[src/hdl/qca_pkg.sv]
package qca_pkg;

  localparam logic [2:0] SEQ_XYZ = 3'd0;
  localparam logic [2:0] SEQ_ZYX = 3'd1;
  localparam logic [2:0] SEQ_ZXY = 3'd2;
  localparam logic [2:0] SEQ_YZX = 3'd3;
  localparam logic [2:0] SEQ_YXZ = 3'd4;
  localparam logic [2:0] SEQ_XZY = 3'd5;

  localparam int ROOT_STEPS = 31;
  localparam int QUEUE_DEPTH = 4;
  localparam int QUEUE_AW = $clog2(QUEUE_DEPTH);

  localparam logic signed [33:0] ONE_Q30 = 34'sd1073741824;
  localparam logic signed [33:0] HALF_PI_Q30 = 34'sd1686629713;
  localparam logic signed [17:0] LIM_FULL = 18'sd25736;
  localparam logic signed [17:0] LIM_HALF = 18'sd12868;

  localparam logic [31:0] ATAN_TAB [32] = '{
    32'd843314857, 32'd497837829, 32'd263043837, 32'd133525159, 32'd67021687,
    32'd33543516, 32'd16775851, 32'd8388437, 32'd4194283, 32'd2097149,
    32'd1048576, 32'd524288, 32'd262144, 32'd131072, 32'd65536, 32'd32768,
    32'd16384, 32'd8192, 32'd4096, 32'd2048, 32'd1024, 32'd512, 32'd256,
    32'd128, 32'd64, 32'd32, 32'd16, 32'd8, 32'd4, 32'd2, 32'd1, 32'd0
  };

  typedef struct packed {
    logic signed [33:0] n0;
    logic signed [33:0] d0;
    logic signed [33:0] n2;
    logic signed [33:0] d2;
    logic signed [31:0] s;
    logic clamped;
  } front_item_t;

  typedef struct packed {
    front_item_t item;
    logic [61:0] v;
    logic [61:0] res;
  } root_stage_t;

  typedef struct packed {
    logic signed [36:0] x;
    logic signed [36:0] y;
    logic signed [33:0] z;
    logic zero;
  } lane_t;

  typedef struct packed {
    lane_t [2:0] lane;
    logic clamped;
  } rot_stage_t;

endpackage

[src/hdl/qca_queue.sv]
module qca_queue (
  input  logic clk,
  input  logic rst,
  input  logic in_valid,
  output logic in_ready,
  input  qca_pkg::front_item_t in_item,
  output logic out_valid,
  input  logic out_ready,
  output qca_pkg::front_item_t out_item
);
  import qca_pkg::*;

  front_item_t mem [QUEUE_DEPTH];
  logic [QUEUE_AW-1:0] wr_ptr;
  logic [QUEUE_AW-1:0] rd_ptr;
  logic [QUEUE_AW:0] count;
  logic push;
  logic pop;

  assign in_ready = count != (QUEUE_AW + 1)'(QUEUE_DEPTH);
  assign out_valid = count != '0;
  assign push = in_valid && in_ready;
  assign pop = out_ready && out_valid;
  assign out_item = mem[rd_ptr];

  always_ff @(posedge clk) begin
    if (rst) begin
      wr_ptr <= '0;
      rd_ptr <= '0;
      count <= '0;
    end else begin
      if (push) wr_ptr <= wr_ptr + 1'b1;
      if (pop) rd_ptr <= rd_ptr + 1'b1;
      count <= count + (QUEUE_AW + 1)'(push) - (QUEUE_AW + 1)'(pop);
    end
  end

  always_ff @(posedge clk) begin
    if (push) mem[wr_ptr] <= in_item;
  end
endmodule

[config.mk]
export PLATFORM = sky130hd
export DESIGN_NAME = qca_queue
export DESIGN_NICKNAME = d
export VERILOG_FILES = /design/src/hdl/qca_pkg.sv /design/src/hdl/qca_queue.sv
export SDC_FILE = /design/constraint.sdc
export NUM_CORES = 1
export LEC_CHECK = 0
export ABC_AREA = 1
export BUFFER_PORTS_ARGS = -buffer_cell sky130_fd_sc_hd__buf_2
export CAP_MARGIN = 15
export CORE_ASPECT_RATIO = 0.5
export CORE_MARGIN = 4
export CORE_UTILIZATION = 53
export CTS_BUF_LIST = sky130_fd_sc_hd__clkbuf_2 sky130_fd_sc_hd__clkbuf_4 sky130_fd_sc_hd__clkbuf_8
export DETAILED_ROUTE_END_ITERATION = 10
export PLACE_DENSITY_LB_ADDON = 0.2
export SETUP_SLACK_MARGIN = 0.05
export SLEW_MARGIN = 20
export SYNTH_ARGS = -nofsm -noshare
export SYNTH_HDL_FRONTEND = slang
export SYNTH_SLANG_ARGS = --single-unit
export TNS_END_PERCENT = 10
[constraint.sdc]
create_clock -name clk -period 8.6 [get_ports clk]
set_input_delay 0 -clock clk [delete_from_list [all_inputs] [get_ports clk]]
set_output_delay 0 -clock clk [all_outputs]
set_load 0.01 [all_outputs]
==> results of run 1 <==
-- per-layer routing --
metal / routed length (um) / vias to the layer above / track usage (%) / share of wire [%]
met5: 0 / - / 0 / 0
met4: 1344 / 0 / 7.063 / 2.4
met3: 2504 / 100 / 3.787 / 4.4
met1: 23290 / 7856 / 27.45 / 41
li1: - / 7489 / - / -
met2: 29610 / 407 / 38.26 / 52
-- per-stage QoR --
step / power, W / instances / area [um^2]
after floorplan: 0.005474 / 1699 / 25390
after global placement: 0.006139 / 2588 / 27540
after detailed placement: 0.006163 / 2588 / 27540
after CTS: 0.008536 / 2919 / 30960
after global routing: 0.008899 / 2924 / 31000
final: 0.008457 / 2925 / 31000
-- power breakdown --
part	internal, W	switching, W	leakage, nW
combinational	0.000646	0.00132	3.72
sequential	0.00407	0.000101	6.27
clock	0.00117	0.00115	0.887
-- sequential cells by signal (all words and copies together) (netlist names), named ones only --
register and cells:
mem 676, count 3, rd_ptr 2, wr_ptr 2
-- cell usage after synthesis (all sizes together) --
cell type	number	share of area, %
nor2	351	5.2
a21boi	2	0.059
fa	1	0.079
dfxtp	9	0.71
o22ai	169	4.2
o21ai	339	6.7
a21oi	4	0.079
clkbuf	53	0.78
clkinv	1	0.020
nand3	3	0.059
nand2	12	0.18
buf	58	1.5
inv	15	0.23
ha	6	0.30
edfxtp	676	80
-- critical path, delay by kind of cell (launching register included) --
kind	cells	cell delay, ns
buffers and inverters	5	2.21
DFF	1	0.53
AOI/OAI and AO/OA	1	0.22
and+or+nand+nor	1	0.11
-- logic make-up after synthesis --
family	count (synthesis)	synth area share (%)
AO/OA/AOI/OAI	514	10.98
buffers and inverters	127	2.553
flip-flops	685	80.66
adder cells (fa/ha/maj)	7	0.3745
AND/OR/NAND/NOR	366	5.426
-- path summary, 6_finish.rpt --
path | startpoint | to | slack (ns) | cells after the start
max reg2reg | count[1] | mem[1][105] | 5.47 | 6
min reg2reg | rd_ptr[0] | rd_ptr[0] | 0.50 | 2
min | rst | count[0] | 0.09 | 3
max | flip-flop | out_item[102] | 4.67 | 7
-- layout make-up --
class | count | area share, %
Antenna cell | 5 | 0.04036
Sequential cell | 685 | 66.09
Clock inverter | 34 | 0.6054
Inverter | 16 | 0.2422
Clock buffer | 125 | 4.884
Tap cell | 638 | 2.575
Multi-Input combinational cell | 887 | 13.84
Timing Repair Buffer | 535 | 11.72
-- cell usage in the layout, fill, tap and decap left out, drive strengths merged --
| master | n |
|---|---|
| clkbuf | 125 |
| ha | 6 |
| diode | 5 |
| clkinvlp | 5 |
| fa | 1 |
| bufinv | 1 |
| nand2 | 12 |
| nand3 | 3 |
| o22ai | 169 |
| buf | 363 |
| a21oi | 4 |
| inv | 16 |
| nor2 | 351 |
| clkinv | 28 |
| dlygate4sd3 | 172 |
| dfxtp | 9 |
| edfxtp | 676 |
| a21boi | 2 |
| o21ai | 339 |
-- what timing repair did --
item,in CTS,in global routing
resized for setup,0,0
endpoints found under the hold margin,685,0
hold buffers,172,0
setup buffers,0,0
==> metrics, run 1 <==
Area Growth Syn to Fin=22.10%; I/O Pins=between 300 and 400; final worst-path setup slack=4.666 ns; register area share after synthesis=about four fifths; peak supply drop=0.1808 mV; crit start category=flip-flop; pre-CTS WS=5.138 ns; via count=15850; initial DRC count=1217; Synth warnings=0; Worst-Skew Late Latency=between 0.6 and 0.7 ns; Hold Path Class=primary input to flip-flop; setup total negative slack=0 ns; leakage dissipation=10.87 nW; Avg Inst Size Synth=between 10 and 15 um^2; critical path's most frequent cell=buf_4; FP Rows=56; Max Cap Viol=0; post-synth net total=1879; sequential cell area=a little over 20000 um^2; vias in the first global route=~16000; first-pass iteration count of the detailed router=5; CORE AREA=roughly 47000 um^2; filler instances=3387; Tmin final=about 4 ns; Die X=roughly 320 um; first-pass GRT wire length=87.44 mm; worst-path cell chain=clkinv_8 -> buf_4 -> buf_16 -> buf_4 -> nor2_1 -> o22ai_1 -> buf_2; Hold Vio Cnt, Final=0; endpoint class of the critical path=output pin; CP Data Arrival Time=3.93 ns; layout cells sized above 1=22.26%; GRT overflow=0; clock skew=0.01791 ns; Clock Sinks=685; outcome=complete, no violations; Critical Path Max Stage Delay=0.67 ns; WP data required=8.60 ns; CTS tree=done; final setup fails=0; maximum clock frequency=254.2 MHz; Reg clk slew, reported paths=approximately 0.07 ns; slowest CP cell=buf_4; Distinct cells, synth=19; Yosys reg bits=685; H-tree levels=3; hold_ws=0.08715 ns; antenna violations before repair=4; final core occ=65.84%; Max Fanout on Critical Path=171; die height=162.8 um; Final HPWL DP=30.34 mm; RD Place Congestion=around 0.75; largest net degree at the start of global routing=about 170; DR DRC count=0; critical path class=flip-flop to output pin; Max Root-Sink Buffers=3; power per standard cell area=272.8 nW/um^2; routed len/inst=19.40 um; multi-input combinational cell area=4292 um^2; GRT Total Usage=21.60%; final-stage net count=2396; RSZ-0062 raised after global routing=false; initial core utilization=a little over half; number of buffers created by CTS=91; max-slew violations=0; worst-margin pin slew=around 1 ns; Vias/cell=5.419; Post-Syn Area=25390 um^2; drt total wl=56.74 mm; fin crit share=45.75%; Cells after Synth=1699; Buffers on Ports=~340; die footprint=51680 um^2; Final ANT Viol Nets=0; root buffer cell=clkbuf_8; worst relative slew slack=33.24%
Power figures use the tool's default switching activity.
==> run 2: changes to the inputs <==
ABC_AREA = 0   (was 1)
clock period = 3.87 ns   (was 8.6 ns; I/O delays follow)
==> metrics, run 2 <==
power per standard cell area=623.9 nW/um^2 (+130%); post-synth net total=1112 (-41%); final core occ=67.58% (+1.7 points); Setup Fix Bufs, Post-CTS=0 (unchanged); critical path class=flip-flop to output pin; drt total wl=50.14 mm (-12%); DR DRC count=0 (unchanged); first-pass iteration count of the detailed router=5 (unchanged); most flop-heavy register=mem; worst relative slew slack=41.12% (+7.9 points); Reg clk slew, reported paths=0.07 ns (about the same); count leader, synth=edfxtp_1; main area contributors after synthesis=edfxtp_1 (82%), mux4_2 (15%), dfxtp_1 (0.73%); CORE AREA=45760 um^2 (-2.8%); max reg flops=676 (unchanged); final-stage net count=1704 (-29%); clock skew=0.01822 ns (+0.0003161 ns); top flop regs=mem x676, count x3; initial core utilization=54.28% (+0.36 points); vias in the first global route=13520 (-16%); Distinct cells, synth=23 (+4); crit path capture=out_item[92]; RSZ-0062 raised after global routing=false; Buffers on Ports=343 (unchanged); worst-path cell chain=buf_4 -> mux4_2 -> buf_2; initial DRC count=742 (-39%); reg2reg end=count[2]; Yosys top cell area share=81.72% (+1.8 points); crit start category=flip-flop; WP data required=3.87 ns (-4.73 ns); prevailing post-synth register cell=edfxtp_1; final setup fails=0 (unchanged); fin crit share=70.69%; Cells after Synth=932 (-45%); outcome=complete, no violations; Max Root-Sink Buffers=3 (unchanged); GRT Total Usage=20.23% (-1.4 points); CTS tree=done; Max Fanout on Critical Path=40 (-77%); Area after DPL=27440 um^2 (-0.35%); Synth warnings=0 (unchanged); I/O Pins=344 (unchanged); multi-input combinational cell area=4079 um^2 (-5.0%); first-pass GRT wire length=77.65 mm (-11%); Final HPWL DP=29.83 mm (-1.7%); Clock Sinks=685 (unchanged); max-slew violations=0 (unchanged); setup total negative slack=0 ns (unchanged); Vias/cell=5.372 (-0.88%); slowest CP cell=dfxtp_4; die footprint=50610 um^2 (-2.1%); Die X=314.2 um (-1.1%); register area share after synthesis=82.44% (+1.8 points); Area Growth Syn to Fin=24.49%; RR Startpoint=count[1]; Hold Path Class=primary input to flip-flop; Tmin final=2.736 ns; Avg Inst Size Synth=26.65 um^2 (+78%); Post-synth EDFFs=676 (unchanged); ys async rst share=0% (unchanged); CP Data Arrival Time=2.74 ns (-1.19 ns); via count=11920 (-25%); Hold Vio Cnt, Final=0 (unchanged); Post-Syn Area=24840 um^2 (-2.2%); CTS Hold Buffers Added=173 (+0.58%); RD Place Congestion=0.7514 (+0.78%); Final Cell Area=30930 um^2 (-0.24%); peak supply drop=0.3448 mV (+91%); die height=161.1 um (-1.0%); routed len/inst=22.61 um (+17%); worst-margin pin slew=0.8832 ns (-0.1182 ns); FP Rows=55 (-1.8%); Worst-Skew Late Latency=0.65 ns (about the same); H-tree levels=3 (unchanged); antenna violations before repair=1 (-3); leakage dissipation=10.47 nW (-3.7%); Reg2Reg Setup Slack=1.22 ns (-4.25 ns); number of buffers created by CTS=91 (unchanged); Power Total=0.01930 W (+130%); GRT overflow=0 (unchanged); Max Cap Viol=0 (unchanged); maximum clock frequency=365.5 MHz; post-CTS resize count=0 (unchanged); layout cells sized above 1=43.02% (+21 points); commonest non-fill, non-tap cell in the layout=edfxtp_1; sequential cell area=20490 um^2 (unchanged); endpoint class of the critical path=output pin; filler instances=2868 (-15%); Critical Path Max Stage Delay=0.91 ns (+0.24 ns); Final ANT Viol Nets=0 (unchanged); Post-synth top cells=edfxtp_1 (676), mux4_2 (169), buf_2 (18), buf_6 (14), dfxtp_1 (9); highest-count cells in the layout ignoring fill and taps=edfxtp_1 (676), buf_2 (343), dlygate4sd3_1 (173); largest net degree at the start of global routing=86 (-50%); hold_ws=0.1018 ns (+0.01464 ns); largest area contributor in the netlist=edfxtp_1; Yosys reg bits=685 (unchanged); root buffer cell=clkbuf_8; cells on worst reg2reg path=11 (+5)
==> run 2: cell types whose count changed in the layout (fill, tap and decap cells not counted), moves of 11 or more <==
cell,delta
o21ai_0,-188
nor2_1,-339
mux4_2,+169
nand2_1,-11
o21ai_1,-151
o22ai_1,-169
buf_12,+13
==> run 2: cells by family after synthesis <==
group | after synthesis | synth area share, %
multiplexers | 171 | 15.41
AND/OR/NAND/NOR | 19 | 0.3828
buffers and inverters | 44 | 1.179
XOR/XNOR | 3 | 0.1058
AO/OA/AOI/OAI | 3 | 0.1008
flip-flops | 685 | 82.44
adder cells (fa/ha/maj) | 7 | 0.3828
==> run 2: per-stage QoR <==
step	setup slack, ns	instances
2_1_floorplan	-1.433	932
3_3_place_gp	1.315	1885
3_5_place_dp	1.216	1885
4_1_cts	0.9770	2217
5_1_grt	0.8939	2218
6_report	1.134	2218
==> run 2: how the worst min path moves through the flow <==
stage / from / to / cells after the start
6_report: in_item[64] / mem[1][64] / 2
3_5_place_dp: in_item[156] / mem[3][156] / 1
3_3_place_gp: in_item[132] / mem[0][132] / 1
5_1_grt: in_item[84] / mem[1][84] / 2
2_1_floorplan: in_item[0] / mem[0][0] / 0
4_1_cts: in_item[62] / mem[1][62] / 2
==> run 2: cell type report <==
| class | instances | share of cell area [%] |
|---|---|---|
| sequential | 685 | 66.25 |
| timing repair buffer | 538 | 12.29 |
| antenna | 1 | 0.008092 |
| multi-input combinational | 203 | 13.19 |
| inverter | 5 | 0.06069 |
| clock buffer | 129 | 5.033 |
| tap | 627 | 2.537 |
| clock inverter | 30 | 0.6352 |
==> run 2: critical path: cells and delay by family, from the launching register on <==
family,cells,cell delay (ns)
buffers and inverters,2,0.58
flip-flops,1,0.91
multiplexers,1,0.55
==> run 2: metal layers <==
| metal | routed length [um] | up-vias | global-route usage (%) |
|---|---|---|---|
| met3 | 2173 | 88 | 3.859 |
| met5 | 0 | - | 0 |
| met1 | 18720 | 6303 | 24.47 |
| met2 | 28020 | 292 | 37.20 |
| li1 | - | 5232 | - |
| met4 | 1222 | 0 | 6.200 |
==> run 2: power by group <==
group / switching [W] / internal [W] / total, W
Sequential: 0.000295 / 0.00908 / 0.00937
Combinational: 0.00243 / 0.00223 / 0.00466
Clock: 0.00253 / 0.00273 / 0.00526
Total: 0.00525 / 0.0140 / 0.0193
==> run 3: changes to the inputs <==
ABC_AREA = 1   (was 0)
clock period = 2.3 ns   (was 3.87 ns; I/O delays follow)
==> metrics, run 3 (same netlist as run 1, synthesis figures left out) <==
critical path class=flip-flop to output pin; CP top delay family=buffers and inverters; Crit path depth=4 (+1); pre-CTS WS=0.3688 ns (-0.8469 ns); Final ANT Viol Nets=0 (unchanged); largest net degree at the start of global routing=80 (-7.0%); final-stage net count=2440 (+43%); Max Cap Viol=0 (unchanged); RSZ-0062 raised after global routing=true; RR Startpoint=count[1]; outcome=complete, no violations; WP data required=2.30 ns (-1.57 ns); first-pass iteration count of the detailed router=5 (unchanged); slowest CP cell=bufbuf_16; Vias/cell=5.500 (+2.4%); final worst-path setup slack=0.1352 ns (-0.9989 ns); number of buffers created by CTS=91 (unchanged); crit start category=flip-flop; CTS tree=done; initial DRC count=1317 (+77%); CP Data Arrival Time=2.16 ns (-0.58 ns); Hold Vio Cnt, Final=0 (unchanged); CP bufs+invs=2 (unchanged); final core occ=67.57% (about the same); cells on worst reg2reg path=10 (-1); vias in the first global route=16530 (+22%); Reg clk slew, reported paths=0.07 ns (about the same); H-tree levels=3 (unchanged); CORE AREA=47090 um^2 (+2.9%); die height=162.8 um (+1.0%); I/O Pins=344 (unchanged); highest-count cells in the layout ignoring fill and taps=edfxtp_1 (676), nor2_1 (346), buf_2 (343); initial core utilization=53.92% (-0.36 points); Worst-Skew Late Latency=0.66 ns (about the same); most flop-heavy register=mem; max reg flops=676 (unchanged); FP Rows=56 (+1.8%); fin crit share=94.12%; Hold Path Class=primary input to flip-flop; Reg2Reg Setup Slack=0.38 ns (-0.84 ns); layout cells sized above 1=24.03% (-19 points); max-slew violations=0 (unchanged); Clock Sinks=685 (unchanged); filler instances=3245 (+13%); Tmin final=2.165 ns; Area Growth Syn to Fin=25.31%; root buffer cell=clkbuf_8; top flop regs=mem x676, count x3; Max Root-Sink Buffers=3 (unchanged); Max Fanout on Critical Path=74 (+85%); leakage dissipation=11.28 nW (+7.7%); GRT Total Usage=22.44% (+2.2 points); Die X=317.5 um (+1.1%); crit path capture=out_item[165]; maximum clock frequency=461.9 MHz; DR DRC count=0 (unchanged); die footprint=51680 um^2 (+2.1%); drt total wl=60.30 mm (+20%); worst relative slew slack=61.63% (+21 points); reg2reg end=count[2]; Power Total=0.03259 W (+69%); GRT overflow=0 (unchanged); antenna violations before repair=2 (+1); worst-path cell chain=bufbuf_16 -> nor2_1 -> o22ai_1 -> buf_2; worst-margin pin slew=0.5756 ns (-0.3076 ns); Critical Path Max Stage Delay=0.51 ns (-0.40 ns); via count=16290 (+37%); routed len/inst=20.36 um (-10%); commonest non-fill, non-tap cell in the layout=edfxtp_1; RD Place Congestion=0.7805 (+3.9%); first-pass GRT wire length=90.66 mm (+17%); Final HPWL DP=32.64 mm (+9.4%); endpoint class of the critical path=output pin; peak supply drop=0.6000 mV (+74%); clock skew=0.01560 ns (-0.002622 ns); final setup fails=0 (unchanged); power per standard cell area=1024 nW/um^2 (+64%); Buffers on Ports=343 (unchanged)
-- run 3: changes by cell type in the layout (fill, tap and decap cells not counted), sizes merged, moves of 3 or more --
| cell | change |
|---|---|
| a21oi | +4 |
| nor2 | +343 |
| mux4 | -169 |
| and2 | -5 |
| o22ai | +169 |
| buf | +36 |
| o21ai | +339 |
| nand3 | +3 |
| inv | +11 |
| nand2 | +11 |
-- run 3: how the worst min path moves through the flow --
stage / cells after the start / end / from
6_report: 3 / count[0] / rst
5_1_grt: 3 / count[0] / rst
4_1_cts: 3 / count[1] / rst
3_5_place_dp: 2 / count[1] / rst
3_3_place_gp: 2 / count[1] / rst
2_1_floorplan: 1 / count[1] / rst
-- run 3: power breakdown --
group | switching [W] | total, W | internal [W]
sequential | 0.000314 | 0.0155 | 0.0152
clock | 0.00428 | 0.00864 | 0.00437
combinational | 0.00544 | 0.00845 | 0.00301
-- run 3: repair_timing --
action | CTS | global route
hold endpoints to repair | 714 | 0
endpoints found under the setup margin | 167 | 72
gates resized for setup | 5 | 6
gates cloned | 2 | 4
hold buffers | 172 | 0
setup buffers | 6 | 0
-- run 3: final cells by class --
| type | instances | area, um^2 | share of cell area (%) |
|---|---|---|---|
| clock buffer | 125 | 1514 | 4.759 |
| inverter | 16 | 91.34 | 0.2871 |
| clock inverter | 30 | 170.2 | 0.5349 |
| multi-input combinational | 887 | 4323 | 13.59 |
| antenna | 2 | 5.005 | 0.01573 |
| tap | 638 | 798.3 | 2.509 |
| timing repair buffer | 578 | 4409 | 13.86 |
| sequential | 685 | 20490 | 64.41 |
| timing repair inverter | 1 | 11.26 | 0.03540 |
-- run 3: worst reg2reg max path, stage by stage (launching register included) --
cell     delay (ns)
dfxtp_4        0.36
nor2_4         0.12
nand2_4        0.10
nand2_8        0.13
ha_1           0.24
inv_1          0.06
ha_1           0.13
inv_1          0.05
fa_1           0.40
o21ai_0        0.17
nor2_1         0.05
-- run 3: per-stage QoR --
step | std cells | area [um^2] | hold slack [ns] | TNS, ns
after floorplan | 1699 | 25460 | 0.05708 | -830.78
after global placement | 2621 | 28130 | 0.1867 | 0
after detailed placement | 2621 | 28130 | 0.1897 | 0
after CTS | 2956 | 31700 | 0.01769 | 0
after global routing | 2962 | 31810 | 0.04929 | 0
final | 2962 | 31810 | 0.06674 | 0
-- run 3: per-layer routing --
metal | vias to the layer above | routed length (um) | global-route usage (%)
met5 | - | 0 | 0
met2 | 472 | 31180 | 40.13
met1 | 8115 | 24520 | 27.71
met4 | 0 | 1893 | 8.423
li1 | 7590 | - | -
met3 | 113 | 2706 | 3.986
